File: config.mk
export PLATFORM = sky130hd
export DESIGN_NAME = frame_chunk_assembler
export DESIGN_NICKNAME = d
export VERILOG_FILES = /design/src/rtl/core/fca_pkg.sv /design/src/rtl/core/fca_front.sv /design/src/rtl/core/fca_queue.sv /design/src/rtl/core/fca_back.sv /design/src/rtl/core/frame_chunk_assembler.sv
export SDC_FILE = /design/constraint.sdc
export NUM_CORES = 1
export LEC_CHECK = 0
export ABC_AREA = 0
export BUFFER_PORTS_ARGS = -buffer_cell sky130_fd_sc_hd__buf_2
export CORE_MARGIN = 1
export CORE_UTILIZATION = 30
export CTS_CLUSTER_DIAMETER = 40
export DETAILED_ROUTE_END_ITERATION = 10
export GPL_ROUTABILITY_DRIVEN = 0
export SLEW_MARGIN = 20
export SYNTH_ARGS = -nofsm -noshare
export SYNTH_HDL_FRONTEND = slang
export SYNTH_HIERARCHICAL = 1
export SYNTH_SLANG_ARGS = --single-unit
File: constraint.sdc
create_clock -name clk -period 19.72 [get_ports clk]
set_input_delay 2.958 -clock clk [delete_from_list [all_inputs] [get_ports clk]]
set_output_delay 2.958 -clock clk [all_outputs]
set_load 0.02 [all_outputs]
File: src/rtl/core/fca_pkg.sv
`timescale 1ns / 1ps
`default_nettype none

package fca_pkg;

	localparam int CAP_W    = 22;
	localparam int RING_W   = 4;
	localparam int BUF_W    = 3;
	localparam int OFFSET_W = 21;
	localparam int DROP_W   = 32;
	localparam int TAIL_W   = 40;
	localparam int CFG_W    = 22;
	localparam int CFG_IDX_W = 2;

	localparam logic [RING_W-1:0] MAX_BUFFERS   = 4'd8;
	localparam logic [CAP_W-1:0]  TRAILER_BYTES = 22'd5;
	localparam logic [31:0]       TRAILER_MARK  = 32'hAA11_CCEE;

	localparam logic [CAP_W-1:0]  CAPTURE_LENGTH_RESET = 22'd1310725;
	localparam logic [RING_W-1:0] BUFFERS_IN_USE_RESET = 4'd8;

	localparam logic [CFG_IDX_W-1:0] REG_CAPTURE_LENGTH = 2'd0;
	localparam logic [CFG_IDX_W-1:0] REG_FRAME_BYTES    = 2'd1;
	localparam logic [CFG_IDX_W-1:0] REG_BUFFERS_IN_USE = 2'd2;
	localparam logic [CFG_IDX_W-1:0] REG_UNUSED         = 2'd3;

	typedef enum logic [1:0] {
		KIND_BYTE   = 2'd0,
		KIND_RETURN = 2'd1,
		KIND_CLEAR  = 2'd2,
		KIND_NONE   = 2'd3
	} kind_t;

	typedef struct packed {
		kind_t            kind;
		logic [7:0]       data;
		logic             first;
		logic             last;
		logic [CAP_W-1:0] clen;
	} cmd_t;

	typedef struct packed {
		logic                write_enable;
		logic [BUF_W-1:0]    write_buffer;
		logic [OFFSET_W-1:0] write_offset;
		logic [7:0]          write_data;
		logic                frame_done;
		logic [BUF_W-1:0]    done_buffer;
		logic                frame_dropped;
		logic [DROP_W-1:0]   dropped_total;
		logic [RING_W-1:0]   free_buffers;
	} result_t;

	// Effective ring size: zero counts as one, large values clamp to the maximum.
	function automatic logic [RING_W-1:0] ring_size(input logic [RING_W-1:0] n);
		logic [RING_W-1:0] r;
		r = n;
		if (r == '0) begin
			r = 4'd1;
		end
		if (r > MAX_BUFFERS) begin
			r = MAX_BUFFERS;
		end
		return r;
	endfunction

endpackage

`default_nettype wire

File: src/rtl/core/fca_front.sv
`timescale 1ns / 1ps
`default_nettype none

module fca_front
	import fca_pkg::*;
(
	input  wire logic             clk,
	input  wire logic             arst_n,
	input  wire logic             in_valid,
	output logic                  in_stall,
	input  wire logic [1:0]       func,
	input  wire logic [7:0]       data_byte,
	input  wire logic             chunk_first,
	input  wire logic             chunk_last,
	input  wire logic [CAP_W-1:0] chunk_bytes,
	input  wire logic             q_full,
	output logic                  push,
	output cmd_t                  push_cmd
);

	logic  valid_s1;
	cmd_t  cmd_s1;
	cmd_t  cmd_d;
	logic  accept;

	always_comb begin
		cmd_d.data  = data_byte;
		cmd_d.first = chunk_first;
		cmd_d.last  = chunk_last;
		cmd_d.clen  = chunk_bytes;
		cmd_d.kind  = kind_t'(func);
	end

	assign in_stall = valid_s1 && q_full;
	assign accept   = in_valid && !in_stall;
	assign push     = valid_s1 && !q_full;
	assign push_cmd = cmd_s1;

	always_ff @(posedge clk or negedge arst_n) begin
		if (!arst_n) begin
			valid_s1 <= 1'b0;
		end else if (accept) begin
			valid_s1 <= 1'b1;
		end else if (push) begin
			valid_s1 <= 1'b0;
		end
	end

	always_ff @(posedge clk) begin
		if (accept) begin
			cmd_s1 <= cmd_d;
		end
	end

endmodule

`default_nettype wire

File: src/rtl/core/fca_queue.sv
`timescale 1ns / 1ps
`default_nettype none

module fca_queue #(
	parameter int WIDTH = 34,
	parameter int DEPTH = 4
) (
	input  wire logic             clk,
	input  wire logic             arst_n,
	input  wire logic             push,
	input  wire logic [WIDTH-1:0] push_data,
	input  wire logic             pop,
	output logic                  full,
	output logic                  not_empty,
	output logic [WIDTH-1:0]      head
);

	localparam int PTR_W = (DEPTH > 1) ? $clog2(DEPTH) : 1;
	localparam int CNT_W = $clog2(DEPTH + 1);
	localparam logic [PTR_W-1:0] LAST_PTR = PTR_W'(DEPTH - 1);
	localparam logic [CNT_W-1:0] FULL_CNT = CNT_W'(DEPTH);

	logic [WIDTH-1:0] entry_q [DEPTH];
	logic [PTR_W-1:0] wr_ptr_q;
	logic [PTR_W-1:0] rd_ptr_q;
	logic [CNT_W-1:0] count_q;

	assign full      = (count_q == FULL_CNT);
	assign not_empty = (count_q != '0);
	assign head      = entry_q[rd_ptr_q];

	always_ff @(posedge clk or negedge arst_n) begin
		if (!arst_n) begin
			wr_ptr_q <= '0;
			rd_ptr_q <= '0;
			count_q  <= '0;
		end else begin
			if (push) begin
				wr_ptr_q <= (wr_ptr_q == LAST_PTR) ? '0 : wr_ptr_q + 1'b1;
			end
			if (pop) begin
				rd_ptr_q <= (rd_ptr_q == LAST_PTR) ? '0 : rd_ptr_q + 1'b1;
			end
			if (push && !pop) begin
				count_q <= count_q + 1'b1;
			end else if (pop && !push) begin
				count_q <= count_q - 1'b1;
			end
		end
	end

	always_ff @(posedge clk) begin
		if (push) begin
			entry_q[wr_ptr_q] <= push_data;
		end
	end

endmodule

`default_nettype wire

File: src/rtl/core/fca_back.sv
`timescale 1ns / 1ps
`default_nettype none

module fca_back
	import fca_pkg::*;
(
	input  wire logic                 clk,
	input  wire logic                 arst_n,
	input  wire logic                 cfg_write,
	input  wire logic [CFG_IDX_W-1:0] cfg_index,
	input  wire logic [CFG_W-1:0]     cfg_data,
	input  wire logic                 q_valid,
	input  wire cmd_t                 q_cmd,
	output logic                      pop,
	output logic                      out_valid,
	input  wire logic                 out_stall,
	output result_t                   res
);

	logic [CAP_W-1:0]  capture_length_q;
	logic [RING_W-1:0] buffers_in_use_q;

	logic [CAP_W-1:0]  received_q;
	logic [RING_W-1:0] fill_q;
	logic [RING_W-1:0] free_q;
	logic [DROP_W-1:0] drop_q;
	logic [TAIL_W-1:0] tail_q;
	logic              chunk_acc_q;
	logic              out_valid_q;
	result_t           res_q;

	logic [CAP_W-1:0]  received_d;
	logic [RING_W-1:0] fill_d;
	logic [RING_W-1:0] free_d;
	logic [DROP_W-1:0] drop_d;
	logic [TAIL_W-1:0] tail_d;
	logic              chunk_acc_d;
	result_t           res_d;

	logic [RING_W-1:0] ring_n;
	logic [CAP_W:0]    fit_sum;
	logic              active;
	logic [CAP_W-1:0]  rc_a;

	assign ring_n    = ring_size(buffers_in_use_q);
	assign pop       = q_valid && (!out_valid_q || !out_stall);
	assign out_valid = out_valid_q;
	assign res       = res_q;
	assign fit_sum   = {1'b0, received_q} + {1'b0, q_cmd.clen};

	always_comb begin
		received_d  = received_q;
		fill_d      = fill_q;
		free_d      = free_q;
		drop_d      = drop_q;
		tail_d      = tail_q;
		chunk_acc_d = chunk_acc_q;
		active      = chunk_acc_q;
		rc_a        = received_q;
		res_d       = '0;

		unique case (q_cmd.kind)
			KIND_BYTE: begin
				if (q_cmd.first) begin
					if (free_q != '0 && fit_sum <= {1'b0, capture_length_q}) begin
						chunk_acc_d = 1'b1;
						active      = 1'b1;
					end else begin
						chunk_acc_d         = 1'b0;
						active              = 1'b0;
						drop_d              = drop_q + 1'b1;
						rc_a                = '0;
						res_d.frame_dropped = 1'b1;
					end
				end
				received_d = rc_a;
				if (active) begin
					// Bytes past the capture length or the offset range are not stored.
					if (rc_a < capture_length_q && !rc_a[CAP_W-1]) begin
						res_d.write_enable = 1'b1;
						res_d.write_buffer = fill_q[BUF_W-1:0];
						res_d.write_offset = rc_a[OFFSET_W-1:0];
						res_d.write_data   = q_cmd.data;
						received_d         = rc_a + 1'b1;
						tail_d             = {tail_q[TAIL_W-9:0], q_cmd.data};
					end
					if (q_cmd.last && received_d >= TRAILER_BYTES
							&& tail_d[TAIL_W-1:8] == TRAILER_MARK) begin
						if (received_d == capture_length_q) begin
							res_d.frame_done  = 1'b1;
							res_d.done_buffer = fill_q[BUF_W-1:0];
							if (free_q != '0) begin
								free_d = free_q - 1'b1;
							end
							fill_d     = (fill_q + 1'b1 >= ring_n) ? '0 : fill_q + 1'b1;
							received_d = '0;
						end else if (received_d == TRAILER_BYTES) begin
							// A trailer on its own restarts the frame without a drop.
							received_d = '0;
						end else begin
							drop_d              = drop_d + 1'b1;
							received_d          = '0;
							res_d.frame_dropped = 1'b1;
						end
					end
				end
				if (q_cmd.last) begin
					chunk_acc_d = 1'b0;
				end
			end
			KIND_RETURN: begin
				if (free_q < ring_n) begin
					free_d = free_q + 1'b1;
				end
			end
			KIND_CLEAR: begin
				drop_d = '0;
			end
			KIND_NONE: begin
			end
		endcase

		res_d.dropped_total = drop_d;
		res_d.free_buffers  = free_d;
	end

	always_ff @(posedge clk or negedge arst_n) begin
		if (!arst_n) begin
			capture_length_q <= CAPTURE_LENGTH_RESET;
			buffers_in_use_q <= BUFFERS_IN_USE_RESET;
			received_q       <= '0;
			fill_q           <= '0;
			free_q           <= ring_size(BUFFERS_IN_USE_RESET);
			drop_q           <= '0;
			tail_q           <= '0;
			chunk_acc_q      <= 1'b0;
			out_valid_q      <= 1'b0;
		end else begin
			if (pop) begin
				received_q  <= received_d;
				fill_q      <= fill_d;
				free_q      <= free_d;
				drop_q      <= drop_d;
				tail_q      <= tail_d;
				chunk_acc_q <= chunk_acc_d;
				out_valid_q <= 1'b1;
			end else if (!out_stall) begin
				out_valid_q <= 1'b0;
			end
			if (cfg_write) begin
				unique case (cfg_index)
					REG_CAPTURE_LENGTH: capture_length_q <= cfg_data;
					REG_BUFFERS_IN_USE: begin
						buffers_in_use_q <= cfg_data[RING_W-1:0];
						free_q           <= ring_size(cfg_data[RING_W-1:0]);
						fill_q           <= '0;
						received_q       <= '0;
					end
					// The payload size register has no effect on any result.
					REG_FRAME_BYTES: begin
					end
					REG_UNUSED: begin
					end
				endcase
			end
		end
	end

	always_ff @(posedge clk) begin
		if (pop) begin
			res_q <= res_d;
		end
	end

endmodule

`default_nettype wire

File: src/rtl/core/frame_chunk_assembler.sv
// Frame chunk assembler. Takes one transaction per cycle on the input channel while
// in_stall is low and returns exactly one result transaction per input, in order. An
// input passes a front register that decodes its kind, a small queue, and the back end
// that updates the frame state (byte count, ring position, free buffers, drop counter,
// trailer window) and loads the output register. The sustained rate is one transaction
// per cycle while the output is not stalled. The queue (QUEUE_DEPTH entries) absorbs
// output stalls so the front keeps accepting until the queue is full. Configuration
// writes are taken at once and belong to idle periods.
`timescale 1ns / 1ps
`default_nettype none

module frame_chunk_assembler
	import fca_pkg::*;
#(
	parameter int QUEUE_DEPTH = 4
) (
	input  wire logic                 clk,
	input  wire logic                 arst_n,
	input  wire logic                 cfg_write,
	input  wire logic [CFG_IDX_W-1:0] cfg_index,
	input  wire logic [CFG_W-1:0]     cfg_data,
	input  wire logic                 in_valid,
	output logic                      in_stall,
	input  wire logic [1:0]           func,
	input  wire logic [7:0]           data_byte,
	input  wire logic                 chunk_first,
	input  wire logic                 chunk_last,
	input  wire logic [CAP_W-1:0]     chunk_bytes,
	output logic                      out_valid,
	input  wire logic                 out_stall,
	output logic                      write_enable,
	output logic [BUF_W-1:0]          write_buffer,
	output logic [OFFSET_W-1:0]       write_offset,
	output logic [7:0]                write_data,
	output logic                      frame_done,
	output logic [BUF_W-1:0]          done_buffer,
	output logic                      frame_dropped,
	output logic [DROP_W-1:0]         dropped_total,
	output logic [RING_W-1:0]         free_buffers
);

	logic    q_full;
	logic    q_valid;
	logic    push;
	logic    pop;
	cmd_t    push_cmd;
	cmd_t    head_cmd;
	result_t res;

	fca_front u_front (
		.clk         (clk),
		.arst_n      (arst_n),
		.in_valid    (in_valid),
		.in_stall    (in_stall),
		.func        (func),
		.data_byte   (data_byte),
		.chunk_first (chunk_first),
		.chunk_last  (chunk_last),
		.chunk_bytes (chunk_bytes),
		.q_full      (q_full),
		.push        (push),
		.push_cmd    (push_cmd)
	);

	fca_queue #(
		.WIDTH ($bits(cmd_t)),
		.DEPTH (QUEUE_DEPTH)
	) u_queue (
		.clk       (clk),
		.arst_n    (arst_n),
		.push      (push),
		.push_data (push_cmd),
		.pop       (pop),
		.full      (q_full),
		.not_empty (q_valid),
		.head      (head_cmd)
	);

	fca_back u_back (
		.clk       (clk),
		.arst_n    (arst_n),
		.cfg_write (cfg_write),
		.cfg_index (cfg_index),
		.cfg_data  (cfg_data),
		.q_valid   (q_valid),
		.q_cmd     (head_cmd),
		.pop       (pop),
		.out_valid (out_valid),
		.out_stall (out_stall),
		.res       (res)
	);

	assign write_enable  = res.write_enable;
	assign write_buffer  = res.write_buffer;
	assign write_offset  = res.write_offset;
	assign write_data    = res.write_data;
	assign frame_done    = res.frame_done;
	assign done_buffer   = res.done_buffer;
	assign frame_dropped = res.frame_dropped;
	assign dropped_total = res.dropped_total;
	assign free_buffers  = res.free_buffers;

endmodule

`default_nettype wire

Word-level counts from Yosys, hierarchy flattened
Memories as Yosys holds them, arrays and structs flattened.
Cells that the tools add are included.
W data, S select, Z words.
{ "word_totals": {"regBits": 246, "ramBits": 136, "elab_cells": 161, "mem_count": 1} }
{ "classes": {"n_addsub": 11, "magnitude_cmp": 7, "n_eq_ne": 11, "muxes": 68, "reduce_logical": 35} }
{ "memory_table": {"columns": ["name", "depth", "width", "read_ports", "rd_clocked_by_memory_dff", "write_ports", "line_no", "rtl"], "rows": [
  ["u_queue.entry_q", 4, 34, 1, 0, 1, "fca_queue.sv:23", "logic [WIDTH-1:0] entry_q [DEPTH];"]
]} }
{ "ops": {"columns": ["operator", "count"], "rows": [
  ["$mux W22", 12],
  ["$mux W32", 7],
  ["$mux W40", 3],
  ["$mux W4", 23],
  ["$add A32 B1 Y32 const B", 2],
  ["$pmux W32 S2", 1],
  ["$mux W33", 1],
  ["$eq A32 B32 Y1 const B", 1],
  ["$add A22 B22 Y23", 1],
  ["$le A23 B22 Y1", 1],
  ["$add A22 B1 Y22 const B", 1],
  ["$eq A22 B22 Y1", 1],
  ["$eq A22 B3 Y1 const B", 1],
  ["$ge A22 B3 Y1 const B", 1],
  ["$lt A22 B22 Y1", 1],
  ["$mux W1", 16],
  ["$logic_and A1 B1 Y1", 10],
  ["$reduce_and A3 Y1", 3],
  ["$add A4 B1 Y4 const B", 2],
  ["$eq A2 B2 Y1 const B", 4],
  ["$gt A4 B4 Y1 const B", 2],
  ["$logic_not A4 Y1", 2],
  ["$pmux W4 S2", 1],
  ["$reduce_and A2 Y1", 4],
  ["other kinds (19)", 31]
]} }

Longest topological paths before layout
An unclocked memory read counts as a cell.
{ "logic_depth": {"ltp_word": 21, "ltp_mapped": 50, "mapped_depth_nobuf": 39} }

Modules after synthesis
The synthesis kept the hierarchy.
{ "modules_own_cells": {"columns": ["module", "n_inst", "cells_each", "area_each_um2", "seq_area_each_um2"], "rows": [
  ["fca_back", 1, 1716, 15080.7, 5482.8],
  ["fca_queue", 1, 215, 5373.9, 4259.1],
  ["fca_front", 1, 39, 1078.5, 1046.0]
]} }

Least setup slack after synthesis
OpenSTA, ideal clock, no wires.
{ "synth_path": {"path_kind": "register to register", "start": "register u_queue.rd_ptr_q[0]", "end": "register u_back.res_q (netlist bit u_back/res[19]) (data pin)", "setup_time_ps": 256, "t_arrival_ps": 10506, "slack_ps": 8958, "path_stages_with_launch": 48, "synth_period_minus_slack_ps": 10762, "path_cell_list": "dfrtp_1 -> buf_6 -> buf_12 -> mux4_2 -> ha_1 -> a21o_1 -> a21oi_1 -> o21bai_1 -> a21oi_1 -> o21bai_1 -> a21oi_1 -> o21ai_0 -> o41ai_1 -> o21ai_0 -> o41a_1 -> a211o_1 -> a21oi_1 -> xnor2_1 -> (+12 left out) -> inv_1 -> ha_1 -> a211oi_2 -> o21bai_1 -> o21ba_2 -> o221ai_4 -> or4_1 -> buf_4 -> xnor2_1 -> a221oi_1 -> a21oi_1 -> or4_1 -> or4b_4 -> o311ai_2 -> buf_2 -> nor3_1 -> xnor2_1 -> a22o_1"} }
{ "synth_rtl": {"columns": ["item", "line_no", "rtl"], "rows": [
  ["from (decl)", "fca_queue.sv:25", "logic [PTR_W-1:0] rd_ptr_q;"],
  ["from (signal assigned)", "fca_queue.sv:42", "rd_ptr_q <= (rd_ptr_q == LAST_PTR) ? '0 : rd_ptr_q + 1'b1;"],
  ["to (signal assigned)", "fca_back.sv:171", "res_q <= res_d;"],
  ["to (decl)", "fca_back.sv:30", "result_t res_q;"]
]} }

==> out/metrics.yaml <==
run_status: "completed"
achievable-frequency_ghz: 0.0783
nNetsFinal: 2245
setup_viol_count_final: 0
crit_path_frequent_cell: "sky130_fd_sc_hd__a21oi_1"
remaining_drc_errors: 0
drive_gt1_share_pct: 19.3
cts_made_buffers: 61
cts_resized: 0
gr-usage-met3_pct: 4.80
worst_path_dominant_cell_family: "compound AO/OA/AOI/OAI gates"
area.growth.synth_to_final_pct: 18.0
asyncSetResetFlopFracSynth_pct: 36.1
finalCritPeriodShare_pct: 64.8
syn_nets: 2119
postPlaceCellArea_um2: 23200
antenna_cells: 0
crit_arrival_ns: 13.27
grt_busiest_layer: "met2"
synth-main-ff-cell: "sky130_fd_sc_hd__edfxtp_1"
pin_count_of_the_biggest_net_entering_global_routing: 72
grt_use_met2_pct: 28.9
cts-hold-fix-buffers: 0
total_power_mw: 3.52
h-tree-depth: 2
ys_seq_elements: 382
synth.cells.most_frequent: "sky130_fd_sc_hd__edfxtp_1, sky130_fd_sc_hd__nand2_1, sky130_fd_sc_hd__nor2_1"
holdCritPathClass: "reg -> reg"
dp_hpwl_um: 47500
ys.warnings.count: 6
crit_path_top_delay_cell: "sky130_fd_sc_hd__a21oi_4"
final_design_area_excluding_fillers_um2: 25400
post_synth_instance_area_um2: 21500
clockBufferDepth: 3
fin_ws_ns: 6.95
grt_pass1_vias: 17100
synth_area_per_cell_um2: 10.9
path_class: "reg -> reg"
die-area_um2: 72900
fin_worst_hold_slack_ns: 0.477
num_io_pins: 139
die_w_um: 270
setup_repair_after_global_routing_missed_its_margin: "false"
synth_largest_type_area_fraction_pct: 34.0
critPathMaxFanout: 45
finalSetupTns_ns: 0
post-cts-setup-buffer-count: 0
tritoncts: "yes"
ir_worst_vdd_mv: 0.0939
synth_cells: 1970
routedWlPerCell_um: 22.1
drt_iter0_markers: 2076
synth_area_leader_cell: "sky130_fd_sc_hd__edfxtp_1"
synth_area_leaders: "sky130_fd_sc_hd__edfxtp_1, sky130_fd_sc_hd__dfrtp_1, sky130_fd_sc_hd__ha_1"
cell_rows: 97
cp-end-kind: "flop"
drt_pre_antenna_iters: 10
grt_antenna_before_repair: 3
fillers: 6915
global_route.usage.total_pct: 18.4
post_synth_num_cell_types: 108
timing.critical_path.required_ns: 20.22
synth_sequential_area_ratio_pct: 50.1
worst_clock_skew_ns: 0.0533
vias: 17400
number_of_enable_type_register_cells_in_the_synthesized_netlist: 244
io_buffers: 138
critPathBufInv: 4
cellPowerDensity_nw_per_um2: 139
core_area_um2: 70500
hold_viol: 0
final_antenna_net_count: 0
aggregate_global_routing_overflow: 0
dpl_worst_slack_ns: 7.25
crit_path_max_incr_delay_ns: 0.88
grt_pass1_wl_um: 104000
worst_slew_pin_slew_ns: 1.08
drv.max_cap_violation_count: 0
drt-vias-per-instance: 5.64
count_leader_synth: "sky130_fd_sc_hd__edfxtp_1"
grt_util_met1_pct: 23.5
clk_latency_ns: 0.66
floorplan.die.height_um: 270
slew_headroom_pct: 27.6
clkTransAtPathRegs_ns: 0.06
start_util_pct: 30.5
routed_wirelength_um: 68300
report.final.slew_viol_count: 0
layout_min_cycle_time_ns: 12.77
cts_root_buf: "sky130_fd_sc_hd__clkbuf_16"
leakage_nw: 9.55
worst_setup_path_start_kind: "flop"
clock-sinks: 382
## kinds of logic (layout without fill, tap and decap cells)
kind of cell	after synthesis	in the layout	synth area share, %
XOR/XNOR	69	69	2.81
multiplexers	108	108	7.38
buffers and inverters	192	371	3.77
AND/OR/NAND/NOR	673	673	15.9
adder cells (fa/ha/maj)	86	86	5.07
AO/OA/AOI/OAI	460	460	15.0
flip-flops	382	382	50.1
## tightest hold or removal path, delay by kind of cell (launching register included)
kind | cells | cell delay, ns
DFF | 1 | 0.34
and+or+nand+nor | 2 | 0.11
## cell usage in the layout, fill, tap and decap left out, drive strengths merged, types with 11 or more instances in the layout
master / count
xnor2: 53
mux2: 48
nand4: 37
clkbuf: 71
o21a: 14
nand3: 77
a21o: 19
dfrtp: 132
nor4: 22
a31oi: 18
o21ai: 106
a22o: 13
mux4: 34
clkinv: 21
o31ai: 15
edfxtp: 244
mux2i: 26
or3: 12
nor2: 145
and2: 41
inv: 97
a2111oi: 14
xor2: 16
nand2b: 17
ha: 84
a21oi: 88
o22ai: 15
a211oi: 25
buf: 166
or4: 11
nand2: 175
o211ai: 16
nor3: 61
and3: 19
## registers in the layout, indices dropped and copies added (netlist names), 3 cells and up
name                     count
u_back/received_q           22
u_queue/count_q              3
u_queue/entry_q            136
u_back/capture_length_q     22
u_back/drop_q               32
u_front/push_cmd            34
u_back/tail_q               40
u_back/free_q                4
u_back/fill_q                4
u_back/buffers_in_use_q      4
u_back/res                  74
## metal layers
metal / vias up / part of all wire [%] / wire (µm)
met4: 4 / 5.0 / 3420
met2: 959 / 45 / 30800
met1: 8394 / 40 / 27500
met5: - / 0.023 / 16
li1: 7769 / - / -
met3: 284 / 9.5 / 6500
## layout make-up
class                   count  area [µm²]  area share, %
flip-flops and latches    382       10800           42.5
multi-input cells        1396        9980           39.3
clock buffers              71        1610           6.32
well taps                 940        1180           4.63
repair buffers            166         927           3.65
clock inverters            45         598           2.35
inverters                  89         335           1.32
## power breakdown
group / internal, mW / total (mW) / switching [mW]
clock network: 0.693 / 1.12 / 0.424
logic: 0.416 / 1.22 / 0.805
registers: 1.07 / 1.18 / 0.115
## per-stage QoR
stage | cells | utilization (%)
2_1_floorplan | 1970 | -
5_1_grt | 3089 | 36.0
3_5_place_dp | 2972 | 32.9
6_report | 3089 | 36.0
3_3_place_gp | 2972 | 32.9
4_1_cts | 3088 | 36.0
## path summary, 6_finish.rpt
kind / start / to / slack [ns] / cells after the start
max in group asynchronous: arst_n / u_queue/rd_ptr_q[0] / 15.84 / 2
max: u_queue/rd_ptr_q[0] / u_back/received_q[9] / 6.95 / 38
min in group asynchronous: arst_n / u_back/drop_q[10] / 2.38 / 1
max reg2reg: u_queue/rd_ptr_q[0] / u_back/received_q[9] / 6.95 / 38
min reg2reg: u_back/buffers_in_use_q[0] / u_back/buffers_in_use_q[0] / 0.48 / 2
min: u_back/buffers_in_use_q[0] / u_back/buffers_in_use_q[0] / 0.48 / 2
Power figures use the tool's default switching activity.
